<file path="src/rtl/csrm_pkg.sv">
// ============================================================================
// csrm_pkg: shared types and constants for the canary spike rollback monitor
// Action codes, configuration register indexes, sizing of the per-minute
// block counter store and of the timing path.
// ============================================================================
package csrm_pkg;

    // Window geometry
    localparam int NUM_MINUTES   = 10;
    localparam int MS_PER_MINUTE = 60000;
    localparam int MS_PER_SECOND = 1000;

    // Index into the per-minute counter store
    localparam int MIN_W = $clog2(NUM_MINUTES);

    // Widths of the item fields and registers
    localparam int TIME_W      = 32;
    localparam int COUNT_W     = 16;
    localparam int BASE_W      = 16;
    localparam int MULT_W      = 8;
    localparam int STREAK_W    = 8;
    localparam int WINSEC_W    = 16;
    localparam int WINDOW_MS_W = 26;  // 65535 s * 1000 fits in 26 bits
    localparam int PROD_W      = BASE_W + MULT_W;
    localparam int CFG_IDX_W   = 2;
    localparam int CFG_DATA_W  = 16;
    localparam int MIN_OUT_W   = 4;

    // Register reset values
    localparam logic [WINSEC_W-1:0] WINDOW_SECONDS_RST   = WINSEC_W'(600);
    localparam logic [MULT_W-1:0]   SPIKE_MULTIPLIER_RST = MULT_W'(3);
    localparam logic [STREAK_W-1:0] SPIKE_LIMIT_RST      = STREAK_W'(3);

    localparam logic [COUNT_W-1:0]  COUNT_MAX  = '1;
    localparam logic [STREAK_W-1:0] STREAK_MAX = '1;

    // Item action codes
    typedef enum logic [1:0] {
        ACT_START = 2'd0,
        ACT_TICK  = 2'd1,
        ACT_BLOCK = 2'd2
    } action_t;

    // Configuration register indexes
    localparam logic [CFG_IDX_W-1:0] CFG_WINDOW_SECONDS   = 2'd0;
    localparam logic [CFG_IDX_W-1:0] CFG_SPIKE_MULTIPLIER = 2'd1;
    localparam logic [CFG_IDX_W-1:0] CFG_SPIKE_LIMIT      = 2'd2;

endpackage

</file>
<file path="src/rtl/csrm_ram.sv">
// ============================================================================
// csrm_ram: generic simple dual port RAM
// One write port, one read port with a read enable and registered read data.
// A read of the address written in the same cycle returns the old contents.
// ============================================================================
module csrm_ram #(
    parameter int WIDTH = 16,
    parameter int DEPTH = 16
) (
    input  logic                     clk,
    input  logic                     we,
    input  logic [$clog2(DEPTH)-1:0] waddr,
    input  logic [WIDTH-1:0]         wdata,
    input  logic                     re,
    input  logic [$clog2(DEPTH)-1:0] raddr,
    output logic [WIDTH-1:0]         rdata
);

    logic [WIDTH-1:0] mem [DEPTH];

    // Storage and registered read
    always_ff @(posedge clk)
    begin
        if (we)
        begin
            mem[waddr] <= wdata;
        end
        if (re)
        begin
            rdata <= mem[raddr];
        end
    end

endmodule

</file>
<file path="src/rtl/canary_spike_rollback_monitor.sv">
// ============================================================================
// canary_spike_rollback_monitor: canary window spike watch with rollback
// Counts block events per minute of a canary window, ends the window on
// timeout and pulses rollback after a run of spike minutes.
// ============================================================================
// A result beat passes stages a, b, c and d and then the output register.
// Throughput: one beat per cycle; the counter read-modify-write and the
//   state update close in the commit stage, with write forwarding one back.
// The input side stalls only while a result sits in the last stage and the
//   output register is full and not taken.
// Reset: registers take their reset values, the window is inactive, and the
//   counter store reads as zero through per-entry valid bits (no clear pass).
module canary_spike_rollback_monitor
    import csrm_pkg::*;
(
    input  logic                  clk,
    input  logic                  rst_n,

    input  logic                  cfg_we,
    input  logic [CFG_IDX_W-1:0]  cfg_index,
    input  logic [CFG_DATA_W-1:0] cfg_data,

    input  logic                  in_valid,
    output logic                  in_ready,
    input  logic [1:0]            action,
    input  logic [TIME_W-1:0]     now_ms,
    input  logic [BASE_W-1:0]     new_baseline,

    output logic                  out_valid,
    input  logic                  out_ready,
    output logic                  rollback,
    output logic                  window_active,
    output logic                  window_expired,
    output logic [MIN_OUT_W-1:0]  minute_index,
    output logic [STREAK_W-1:0]   streak_count
);

    // Stage payloads
    typedef struct packed {
        action_t             action;
        logic [TIME_W-1:0]   elapsed;
        logic [BASE_W-1:0]   baseline;
    } stage_a_t;

    typedef struct packed {
        action_t                action;
        logic                   expire;
        logic [NUM_MINUTES-1:0] thermo;
        logic [PROD_W-1:0]      prod;
        logic                   base_nz;
    } stage_b_t;

    typedef struct packed {
        action_t              action;
        logic                 expire;
        logic                 late;
        logic [MIN_W-1:0]     cur;
        logic [MIN_W-1:0]     prev;
        logic [COUNT_W-1:0]   thr;
        logic                 base_nz;
    } stage_c_t;

    typedef struct packed {
        action_t              action;
        logic                 expire;
        logic                 late;
        logic [MIN_W-1:0]     cur;
        logic [COUNT_W-1:0]   thr;
        logic                 base_nz;
        logic                 fwd_hit;
        logic [COUNT_W-1:0]   fwd_data;
        logic                 rd_valid;
    } stage_d_t;

    // Configuration registers
    logic [WINSEC_W-1:0]    window_seconds_reg;
    logic [MULT_W-1:0]      spike_multiplier_reg;
    logic [STREAK_W-1:0]    spike_limit_reg;
    logic [WINDOW_MS_W-1:0] window_ms_reg;

    // Front copies of start time and baseline, updated when a start is accepted
    logic [TIME_W-1:0]      start_time_reg;
    logic [BASE_W-1:0]      baseline_reg;
    logic [BASE_W-1:0]      baseline_seen;

    // Pipeline
    logic                   a_valid_reg, b_valid_reg, c_valid_reg, d_valid_reg;
    stage_a_t               a_reg;
    stage_b_t               b_reg;
    stage_c_t               c_reg;
    stage_d_t               d_reg;
    logic [NUM_MINUTES-1:0] thermo_next;
    logic [MIN_W-1:0]       cur_next;

    // Window state
    logic                   active_reg, active_next;
    logic [MIN_W-1:0]       minute_reg, minute_next;
    logic [STREAK_W-1:0]    streak_reg, streak_next;
    logic [NUM_MINUTES-1:0] cnt_valid_reg, cnt_valid_next;

    // Commit stage signals
    logic                   adv;
    logic                   out_free;
    logic                   commit;
    logic                   in_accept;
    logic [COUNT_W-1:0]     ram_q;
    logic [COUNT_W-1:0]     cnt_val;
    logic [COUNT_W-1:0]     cnt_wdata;
    logic                   cnt_we;
    logic                   ram_we;
    logic [MIN_W-1:0]       rd_addr;
    logic [MIN_W-1:0]       minute_after;
    logic [NUM_MINUTES-1:0] valid_after;
    logic                   spike;
    logic [STREAK_W-1:0]    streak_upd;
    logic                   rb_hit;
    logic                   exp_hit;

    // Output register
    logic                   out_valid_reg;
    logic                   rollback_reg;
    logic                   window_active_reg;
    logic                   window_expired_reg;
    logic [MIN_OUT_W-1:0]   minute_index_reg;
    logic [STREAK_W-1:0]    streak_count_reg;

    // Flow control: the pipe moves unless a result is stuck behind a full output
    assign out_free  = !out_valid_reg || out_ready;
    assign adv       = out_free || !d_valid_reg;
    assign in_ready  = adv;
    assign in_accept = in_valid && in_ready;
    assign commit    = adv && d_valid_reg;

    // Configuration registers and derived window length in ms
    always_ff @(posedge clk or negedge rst_n)
    begin
        if (!rst_n)
        begin
            window_seconds_reg   <= WINDOW_SECONDS_RST;
            spike_multiplier_reg <= SPIKE_MULTIPLIER_RST;
            spike_limit_reg      <= SPIKE_LIMIT_RST;
            window_ms_reg        <= WINDOW_MS_W'(WINDOW_SECONDS_RST * MS_PER_SECOND);
        end
        else
        begin
            if (cfg_we)
            begin
                case (cfg_index)
                    CFG_WINDOW_SECONDS:   window_seconds_reg   <= cfg_data[WINSEC_W-1:0];
                    CFG_SPIKE_MULTIPLIER: spike_multiplier_reg <= cfg_data[MULT_W-1:0];
                    CFG_SPIKE_LIMIT:      spike_limit_reg      <= cfg_data[STREAK_W-1:0];
                    default: ;
                endcase
            end
            window_ms_reg <= WINDOW_MS_W'(window_seconds_reg * MS_PER_SECOND);
        end
    end

    // Baseline as seen by the incoming beat
    assign baseline_seen = (action_t'(action) == ACT_START && new_baseline != '0)
                           ? new_baseline : baseline_reg;

    // Front registers: start time and baseline follow accepted starts
    always_ff @(posedge clk or negedge rst_n)
    begin
        if (!rst_n)
        begin
            start_time_reg <= '0;
            baseline_reg   <= '0;
        end
        else if (in_accept && action_t'(action) == ACT_START)
        begin
            start_time_reg <= now_ms;
            baseline_reg   <= baseline_seen;
        end
    end

    // Minute boundaries crossed by the elapsed time
    always_comb
    begin
        for (int k = 0; k < NUM_MINUTES; k++)
        begin
            thermo_next[k] = a_reg.elapsed >= TIME_W'((k + 1) * MS_PER_MINUTE);
        end
    end

    assign cur_next = MIN_W'($countones(b_reg.thermo[NUM_MINUTES-2:0]));

    // Pipeline valid bits
    always_ff @(posedge clk or negedge rst_n)
    begin
        if (!rst_n)
        begin
            a_valid_reg <= 1'b0;
            b_valid_reg <= 1'b0;
            c_valid_reg <= 1'b0;
            d_valid_reg <= 1'b0;
        end
        else if (adv)
        begin
            a_valid_reg <= in_accept;
            b_valid_reg <= a_valid_reg;
            c_valid_reg <= b_valid_reg;
            d_valid_reg <= c_valid_reg;
        end
    end

    // Pipeline payload: elapsed time, compares, threshold, read forwarding
    always_ff @(posedge clk)
    begin
        if (adv)
        begin
            a_reg.action   <= action_t'(action);
            a_reg.elapsed  <= now_ms - start_time_reg;
            a_reg.baseline <= baseline_seen;

            b_reg.action   <= a_reg.action;
            b_reg.expire   <= a_reg.elapsed >= TIME_W'(window_ms_reg);
            b_reg.thermo   <= thermo_next;
            b_reg.prod     <= PROD_W'(a_reg.baseline) * PROD_W'(spike_multiplier_reg);
            b_reg.base_nz  <= a_reg.baseline != '0;

            c_reg.action   <= b_reg.action;
            c_reg.expire   <= b_reg.expire;
            c_reg.late     <= b_reg.thermo[NUM_MINUTES-1];
            c_reg.cur      <= cur_next;
            c_reg.prev     <= (cur_next != '0) ? cur_next - MIN_W'(1) : '0;
            c_reg.thr      <= (b_reg.prod > PROD_W'(COUNT_MAX))
                              ? COUNT_MAX : b_reg.prod[COUNT_W-1:0];
            c_reg.base_nz  <= b_reg.base_nz;

            d_reg.action   <= c_reg.action;
            d_reg.expire   <= c_reg.expire;
            d_reg.late     <= c_reg.late;
            d_reg.cur      <= c_reg.cur;
            d_reg.thr      <= c_reg.thr;
            d_reg.base_nz  <= c_reg.base_nz;
            d_reg.fwd_hit  <= ram_we && (minute_reg == rd_addr);
            d_reg.fwd_data <= cnt_wdata;
            d_reg.rd_valid <= valid_after[rd_addr];
        end
    end

    // Counter read address: previous minute for a tick, live minute otherwise
    assign minute_after = commit ? minute_next : minute_reg;
    assign valid_after  = commit ? cnt_valid_next : cnt_valid_reg;
    assign rd_addr      = (c_reg.action == ACT_TICK) ? c_reg.prev : minute_after;
    assign ram_we       = commit && cnt_we;

    csrm_ram #(
        .WIDTH (COUNT_W),
        .DEPTH (NUM_MINUTES)
    ) u_counts (
        .clk   (clk),
        .we    (ram_we),
        .waddr (minute_reg),
        .wdata (cnt_wdata),
        .re    (adv),
        .raddr (rd_addr),
        .rdata (ram_q)
    );

    // Counter value with forwarding and never-written entries as zero
    assign cnt_val   = d_reg.fwd_hit  ? d_reg.fwd_data :
                       d_reg.rd_valid ? ram_q : '0;
    assign cnt_wdata = (cnt_val != COUNT_MAX) ? cnt_val + COUNT_W'(1) : cnt_val;

    // Spike decision on the previous minute
    assign spike      = (cnt_val > d_reg.thr) && d_reg.base_nz;
    assign streak_upd = spike ? ((streak_reg != STREAK_MAX) ? streak_reg + STREAK_W'(1)
                                                            : streak_reg)
                              : '0;

    // Commit: window state update
    always_comb
    begin
        active_next    = active_reg;
        minute_next    = minute_reg;
        streak_next    = streak_reg;
        cnt_valid_next = cnt_valid_reg;
        cnt_we         = 1'b0;
        rb_hit         = 1'b0;
        exp_hit        = 1'b0;
        case (d_reg.action)
            ACT_START:
            begin
                active_next    = 1'b1;
                minute_next    = '0;
                streak_next    = '0;
                cnt_valid_next = '0;
            end
            ACT_TICK:
            begin
                if (active_reg)
                begin
                    if (d_reg.expire)
                    begin
                        active_next = 1'b0;
                        exp_hit     = 1'b1;
                    end
                    else if (!d_reg.late && d_reg.cur != minute_reg)
                    begin
                        minute_next = d_reg.cur;
                        streak_next = streak_upd;
                        if (streak_upd >= spike_limit_reg)
                        begin
                            active_next = 1'b0;
                            rb_hit      = 1'b1;
                        end
                    end
                end
            end
            ACT_BLOCK:
            begin
                if (active_reg)
                begin
                    cnt_we                     = 1'b1;
                    cnt_valid_next[minute_reg] = 1'b1;
                end
            end
            default: ;
        endcase
    end

    // Window state registers
    always_ff @(posedge clk or negedge rst_n)
    begin
        if (!rst_n)
        begin
            active_reg    <= 1'b0;
            minute_reg    <= '0;
            streak_reg    <= '0;
            cnt_valid_reg <= '0;
        end
        else if (commit)
        begin
            active_reg    <= active_next;
            minute_reg    <= minute_next;
            streak_reg    <= streak_next;
            cnt_valid_reg <= cnt_valid_next;
        end
    end

    // Output register
    always_ff @(posedge clk or negedge rst_n)
    begin
        if (!rst_n)
        begin
            out_valid_reg <= 1'b0;
        end
        else if (out_free)
        begin
            out_valid_reg <= d_valid_reg;
        end
    end

    always_ff @(posedge clk)
    begin
        if (out_free)
        begin
            rollback_reg       <= rb_hit;
            window_active_reg  <= active_next;
            window_expired_reg <= exp_hit;
            minute_index_reg   <= MIN_OUT_W'(minute_next);
            streak_count_reg   <= streak_next;
        end
    end

    assign out_valid      = out_valid_reg;
    assign rollback       = rollback_reg;
    assign window_active  = window_active_reg;
    assign window_expired = window_expired_reg;
    assign minute_index   = minute_index_reg;
    assign streak_count   = streak_count_reg;

endmodule

</file>
<file path="config.mk">
export PLATFORM = sky130hd
export DESIGN_NAME = canary_spike_rollback_monitor
export DESIGN_NICKNAME = d
export VERILOG_FILES = /design/src/rtl/csrm_pkg.sv /design/src/rtl/csrm_ram.sv /design/src/rtl/canary_spike_rollback_monitor.sv
export SDC_FILE = /design/constraint.sdc
export NUM_CORES = 1
export LEC_CHECK = 0
export ABC_AREA = 1
export BUFFER_PORTS_ARGS = -buffer_cell sky130_fd_sc_hd__clkbuf_2
export CORE_MARGIN = 2
export CORE_UTILIZATION = 40
export CTS_CLUSTER_SIZE = 25
export DETAILED_ROUTE_END_ITERATION = 8
export HOLD_SLACK_MARGIN = 0.1
export MAX_ROUTING_LAYER = met4
export PLACE_DENSITY = 0.54
export SLEW_MARGIN = 20
export SYNTH_ARGS = -nofsm -noshare
export SYNTH_HDL_FRONTEND = slang
export SYNTH_SLANG_ARGS = --single-unit
</file>
<file path="constraint.sdc">
create_clock -name clk -period 12.5 [get_ports clk]
set_input_delay 0.625 -clock clk [delete_from_list [all_inputs] [get_ports clk]]
set_output_delay 0.625 -clock clk [all_outputs]
set_load 0.02 [all_outputs]
</file>
# Yosys cells after proc, flatten, opt, wreduce, memory -nomap -nowiden
# Memory sizes are Yosys's and may differ from the RTL's. A register that Yosys moved wholly into a read port is not among the register bits.
# Index checks and enable logic that the tools add are counted.
[totals] register_bits=306 ram_bits=160 input_bits=73 output_inout_bits=17 word_cells=148 mem_count=1
[classes] n_addsub=12 multipliers=2 magnitude_cmp=17 eq_ne=9 muxes=34 bitwise=4 n_reduce_logical=25
[mem_list] memory="u_counts.mem" words=10 word_bits=16 rd=1 rd_clocked_by_memory_dff=1 wr=1 line="csrm_ram.sv:19" text="logic [WIDTH-1:0] mem [DEPTH];"
[ops] operator="$ge A32 B19 Y1 const B" n=4
[ops] operator="$ge A32 B18 Y1 const B" n=2
[ops] operator="$ge A32 B20 Y1 const B" n=2
[ops] operator="$mux W16" n=4
[ops] operator="$mux W8" n=5
[ops] operator="$ge A32 B16 Y1 const B" n=1
[ops] operator="$ge A32 B17 Y1 const B" n=1
[ops] operator="$ge A32 B26 Y1" n=1
[ops] operator="$reduce_bool A16 Y1" n=2
[ops] operator="$sub A32 B32 Y32" n=1
[ops] operator="$gt A24 B16 Y1 const B" n=1
[ops] operator="$mul A16 B8 Y24" n=1
[ops] operator="$mul A16 B7 Y23 const B" n=1
[ops] operator="$mux W10" n=2
[ops] operator="$mux W4" n=5
[ops] operator="$pmux W10 S2" n=1
[ops] operator="$add A16 B1 Y16 const B" n=1
[ops] operator="$gt A16 B16 Y1" n=1
[ops] operator="$ne A16 B16 Y1 const B" n=1
[ops] operator="$pmux W8 S2" n=1
[ops] operator="$mux W1" n=12
[ops] operator="$lt A4 B5 Y1 const B" n=2
[ops] operator="$or A10 B10 Y10" n=1
[ops] operator="$logic_and A1 B1 Y1" n=9
[ops] operator="other kinds (24)" n=41

# Depth between registers and ports, before layout
[logic_depth] word_depth=11 ltp_mapped=24 depth_no_buf=23

# By module
# From an unflattened synthesis, not the netlist that was laid out.
[unflattened] cells_unflattened=3026 hier_area_um2=29210.5
[modules_own_cells] module="canary_spike_rollback_monitor" n_inst=1 cells_each=2379 area_per_inst_um2=21917.3 seq_area_each_um2=8553.2
[modules_own_cells] module="csrm_ram" n_inst=1 cells_each=647 area_per_inst_um2=7293.2 seq_area_each_um2=5285.1

# Worst setup path before layout
# No wires, ideal clock.
[synth_timing] path_kind="register to register" startpoint="register spike_multiplier_reg[6]" endpoint="register b_reg[21] in the netlist's numbering (data pin)" setup_ns=0.259 t_arrival_ns=4.427 required_time_ns=12.241 setup_slack_ns=7.814 path_stages_with_launch=19 path_buffers=2 synth_period_minus_slack_ns=4.686 cell_sequence="dfrtp_1 -> clkbuf_1 -> clkbuf_1 -> nand2_1 -> fa_1 -> fa_1 -> inv_1 -> fa_1 -> fa_1 -> ha_1 -> a21oi_1 -> o21ai_0 -> a21oi_1 -> inv_1 -> a21oi_1 -> o21ai_0 -> nand3_1 -> nand2_1 -> xor2_1"
[synth_via] elab_chain_cells=1
[synth_lines] element="from (decl)" line="canary_spike_rollback_monitor.sv:77" text="logic [MULT_W-1:0] spike_multiplier_reg;"
[synth_lines] element="from (signal assigned)" line="canary_spike_rollback_monitor.sv:150" text="CFG_SPIKE_MULTIPLIER: spike_multiplier_reg <= cfg_data[MULT_W-1:0];"
[synth_lines] element="$mul A16 B8 Y24" line="canary_spike_rollback_monitor.sv:220" text="b_reg.prod <= PROD_W'(a_reg.baseline) * PROD_W'(spike_multiplier_reg);"
[synth_lines] element="to (decl)" line="canary_spike_rollback_monitor.sv:89" text="stage_b_t b_reg;"
# Every way passes these cells.
# A chain may end at the register's enable or synchronous reset.

# Final worst setup path
[layout_timing] startpoint="register spike_multiplier_reg[7]" endpoint="register b_reg[21] in the netlist's numbering (data pin)"
# The elaborated chain is that of the path after synthesis.

==> impl_metrics.env <==
export IMPL_crit_path_cell_trace="nand2_1 > fa_1 > inv_1 > fa_1 > fa_1 > fa_1 > ha_1 > a21oi_1 > o21ai_0 > a21oi_1 > inv_1 > a21oi_1 > o21ai_0 > nand3_1 > nand2_1 > xor2_1"
export IMPL_synth_top_area_cell="edfxtp_1"
export IMPL_synth_ff_type="edfxtp_1"
export IMPL_drt_pass1_iter_count=5
export IMPL_max_slew_margin_rel=0.259
export IMPL_ys_seq_elements=482
export IMPL_fin_tns_setup_ns=0
export IMPL_core_area_sq_um=72800
export IMPL_postCtsSetupBuffers=0
export IMPL_initial_utilization=0.404
export IMPL_finalHoldViolCount=0
export IMPL_drive_gt1_frac=0.0781
export IMPL_first_iter_violations=1458
export IMPL_postSynthCellCount=3058
export IMPL_gp_congestion=0.887
export IMPL_yosys_warnings=0
export IMPL_finalWorstSetupSlack_ns=7.43
export IMPL_worst_pin_slew_ns=1.11
export IMPL_n_antenna_cell=0
export IMPL_grt_overflow_total=0
export IMPL_seqPwrFrac=0.300
export IMPL_ys_types=63
export IMPL_via_per_inst=5.08
export IMPL_timing_fmax_mhz=197
export IMPL_largest_reg_flops=160
export IMPL_switching_share=0.450
export IMPL_final_cell_mix="607 x nand2_1, 565 x inv_1, 351 x edfxtp_1"
export IMPL_finalSetupViolCount=0
export IMPL_htreeDepth=2
export IMPL_fin_crit_sh=0.406
export IMPL_syn_num_nets=3456
export IMPL_max_stage_delay_ns=0.71
export IMPL_internal_power_mw=5.03
export IMPL_crit_required_ns=12.86
export IMPL_reg2reg_from="spike_multiplier_reg[7]"
export IMPL_syn_area_sq_um=29400
export IMPL_ir_drop_uv=242
export IMPL_cpMostUsedCell="fa_1"
export IMPL_root_buffer="clkbuf_16"
export IMPL_vias=20900
export IMPL_switchingPower_mw=4.11
export IMPL_hold_ws_ns=0.237
export IMPL_die_area_sq_um=75700
export IMPL_clock_latency_ns=0.62
export IMPL_status="finished clean"
export IMPL_clockBufferDepth=3
export IMPL_reg2regPathDepth=16
export IMPL_die_h_um=275
export IMPL_drv_slew=0
export IMPL_numCtsBuffers=53
export IMPL_r2r_end="b_reg[21]"
export IMPL_drc=0
export IMPL_worstHoldStart="now_ms[11]"
export IMPL_period_needed_ns=5.07
export IMPL_ant_nets=0
export IMPL_seq_area_frac_synth=0.471
export IMPL_rsz0062_at_grt="false"
export IMPL_worstPathArrival_ns=5.43
export IMPL_start_kind="flop"
export IMPL_fin_skew_ns=0.0379
export IMPL_clkTransAtPathRegs_ns=0.06
export IMPL_grt_max_degree=94
export IMPL_p_leak_nw=15.4
export IMPL_hold_depth=3
export IMPL_critPathKind="flop to flop"
export IMPL_grt_usage=0.198
export IMPL_grt_pass1_wl_um=115000
export IMPL_final_common_cell="nand2_1"
export IMPL_grt_pass1_vias=21100
export IMPL_cts_tree="done"
export IMPL_cp_max_fo=17
export IMPL_slowest_stage="dfrtp_1"
export IMPL_place_ws_ns=7.43
export IMPL_wire_per_inst_um=17.2
export IMPL_comb_power_share=0.522
export IMPL_final_nets=3519
export IMPL_r2r_setup_slack_ns=7.43
export IMPL_dp_hpwl_um=51400
export IMPL_syn_area_per_cell_sq_um=9.61
export IMPL_crit_family="adder cells"
export IMPL_cts_sinks=482
export IMPL_drt_total_wl_um=71000
export IMPL_end_kind="flop"
export IMPL_io_buffer_count=89
export IMPL_row_count=99
export IMPL_io_pins=90
export IMPL_cp_num_buf_inv=2
export IMPL_antenna_found_initial=0
export IMPL_hp_class="primary input to flop"
export IMPL_synth_top_cell_area_share=0.359
export IMPL_powerDensity_nw_per_um2=280
export IMPL_synth_edf_count=351
export IMPL_p_clk_frac=0.178
export IMPL_hold_end="start_time_reg[11]"
export IMPL_cap_violations=0
export IMPL_area_growth_pct=10.9
export IMPL_async_flop_share=0.272
export IMPL_fp_dieW_um=275
export IMPL_synth_area_top_cells="edfxtp_1 36%, fa_1 9.8%, dfrtp_1 9.8%"
[worst max-delay path by stage]
stage / start / to / slack, ns / depth (start not counted)
final: spike_multiplier_reg[7] / b_reg[21] / 7.43 / 16
after CTS: spike_multiplier_reg[7] / b_reg[21] / 7.43 / 16
after global routing: spike_multiplier_reg[7] / b_reg[21] / 6.98 / 16
after global placement: spike_multiplier_reg[7] / b_reg[21] / 7.51 / 16
after detailed placement: spike_multiplier_reg[7] / b_reg[21] / 7.43 / 16
after floorplan: spike_multiplier_reg[6] / b_reg[21] / 7.81 / 18
[area by class of cell]
cell class / count / area, sq um
inverter: 575 / 2160
tap: 959 / 1200
multi-input combinational: 1900 / 12900
sequential: 482 / 13800
clock inverter: 25 / 305
clock buffer: 72 / 1530
fill: 6914 / 40200
timing repair buffer: 109 / 608
[Yosys cell counts, types with 3 or more instances]
master / instances
nand2_1: 607
inv_1: 565
edfxtp_1: 351
nand3_1: 226
ha_1: 181
o21ai_0: 174
nor2_1: 145
fa_1: 144
dfrtp_1: 115
a21oi_1: 113
xor2_1: 65
clkbuf_1: 63
nor3_1: 37
nand4_1: 25
xnor2_1: 22
buf_2: 20
a22oi_1: 19
nand3b_1: 17
dfstp_2: 16
nor4_1: 16
o21bai_1: 12
a31oi_1: 9
buf_6: 8
inv_2: 8
a211oi_1: 7
a21o_1: 7
mux2_2: 6
o31ai_1: 6
buf_4: 5
o211ai_1: 5
o21a_1: 5
buf_1: 4
nor2_2: 4
o2111ai_1: 4
o21ai_1: 4
or2_2: 4
a21boi_0: 3
o221ai_1: 3
o311ai_0: 3
[cell families (layout without fill, tap and decap cells)]
logic type | after synthesis | after routing | synth area share
buf+inv | 676 | 781 | 0.0899
simple gates | 1094 | 1094 | 0.160
fa+ha+maj | 325 | 325 | 0.175
mux | 7 | 7 | 0.00264
xor+xnor | 87 | 87 | 0.0259
compound gates | 387 | 387 | 0.0752
flops | 482 | 482 | 0.471
[routing by layer]
metal	global-route usage	vias to the layer above	wire length [um]	share of wire
li1	-	10100	-	-
met1	0.273	10200	33800	0.48
met2	0.309	497	32200	0.45
met3	0.0278	108	3280	0.046
met4	0.0496	0	1720	0.024
met5	-	-	0	0
[through the flow]
step	util	instance area, sq um	std cells	power (mW)
after floorplan	-	29400	3058	6.17
after global placement	0.422	30700	4024	7.48
after detailed placement	0.422	30700	4024	7.48
after CTS	0.447	32600	4122	9.21
after global routing	0.447	32600	4122	9.98
final	0.447	32600	4122	9.14
[what timing repair did]
| item | 4_1_cts | 5_1_grt |
|---|---|---|
| hold endpoints to repair | 38 | 0 |
| resized for setup | 0 | 0 |
| hold buffers | 1 | 0 |
[worst reg2reg max path, delay by kind of cell, from the launching register on]
kind,cells,cell delay [ns]
fa+ha+maj,5,2.46
buf+inv,2,0.13
xor+xnor,1,0.14
flops,1,0.71
compound gates,5,1.03
simple gates,3,0.34
[power by group through the flow]
stage / clock (mW) / combinational [mW] / sequential (mW)
final: 1.62 / 4.77 / 2.74
after global routing: 1.73 / 5.46 / 2.79
after CTS: 1.67 / 4.80 / 2.74
after detailed placement: 0 / 4.72 / 2.77
after global placement: 0 / 4.72 / 2.76
after floorplan: 0 / 3.59 / 2.57
Note: power is estimated with default switching activity, not from simulation.
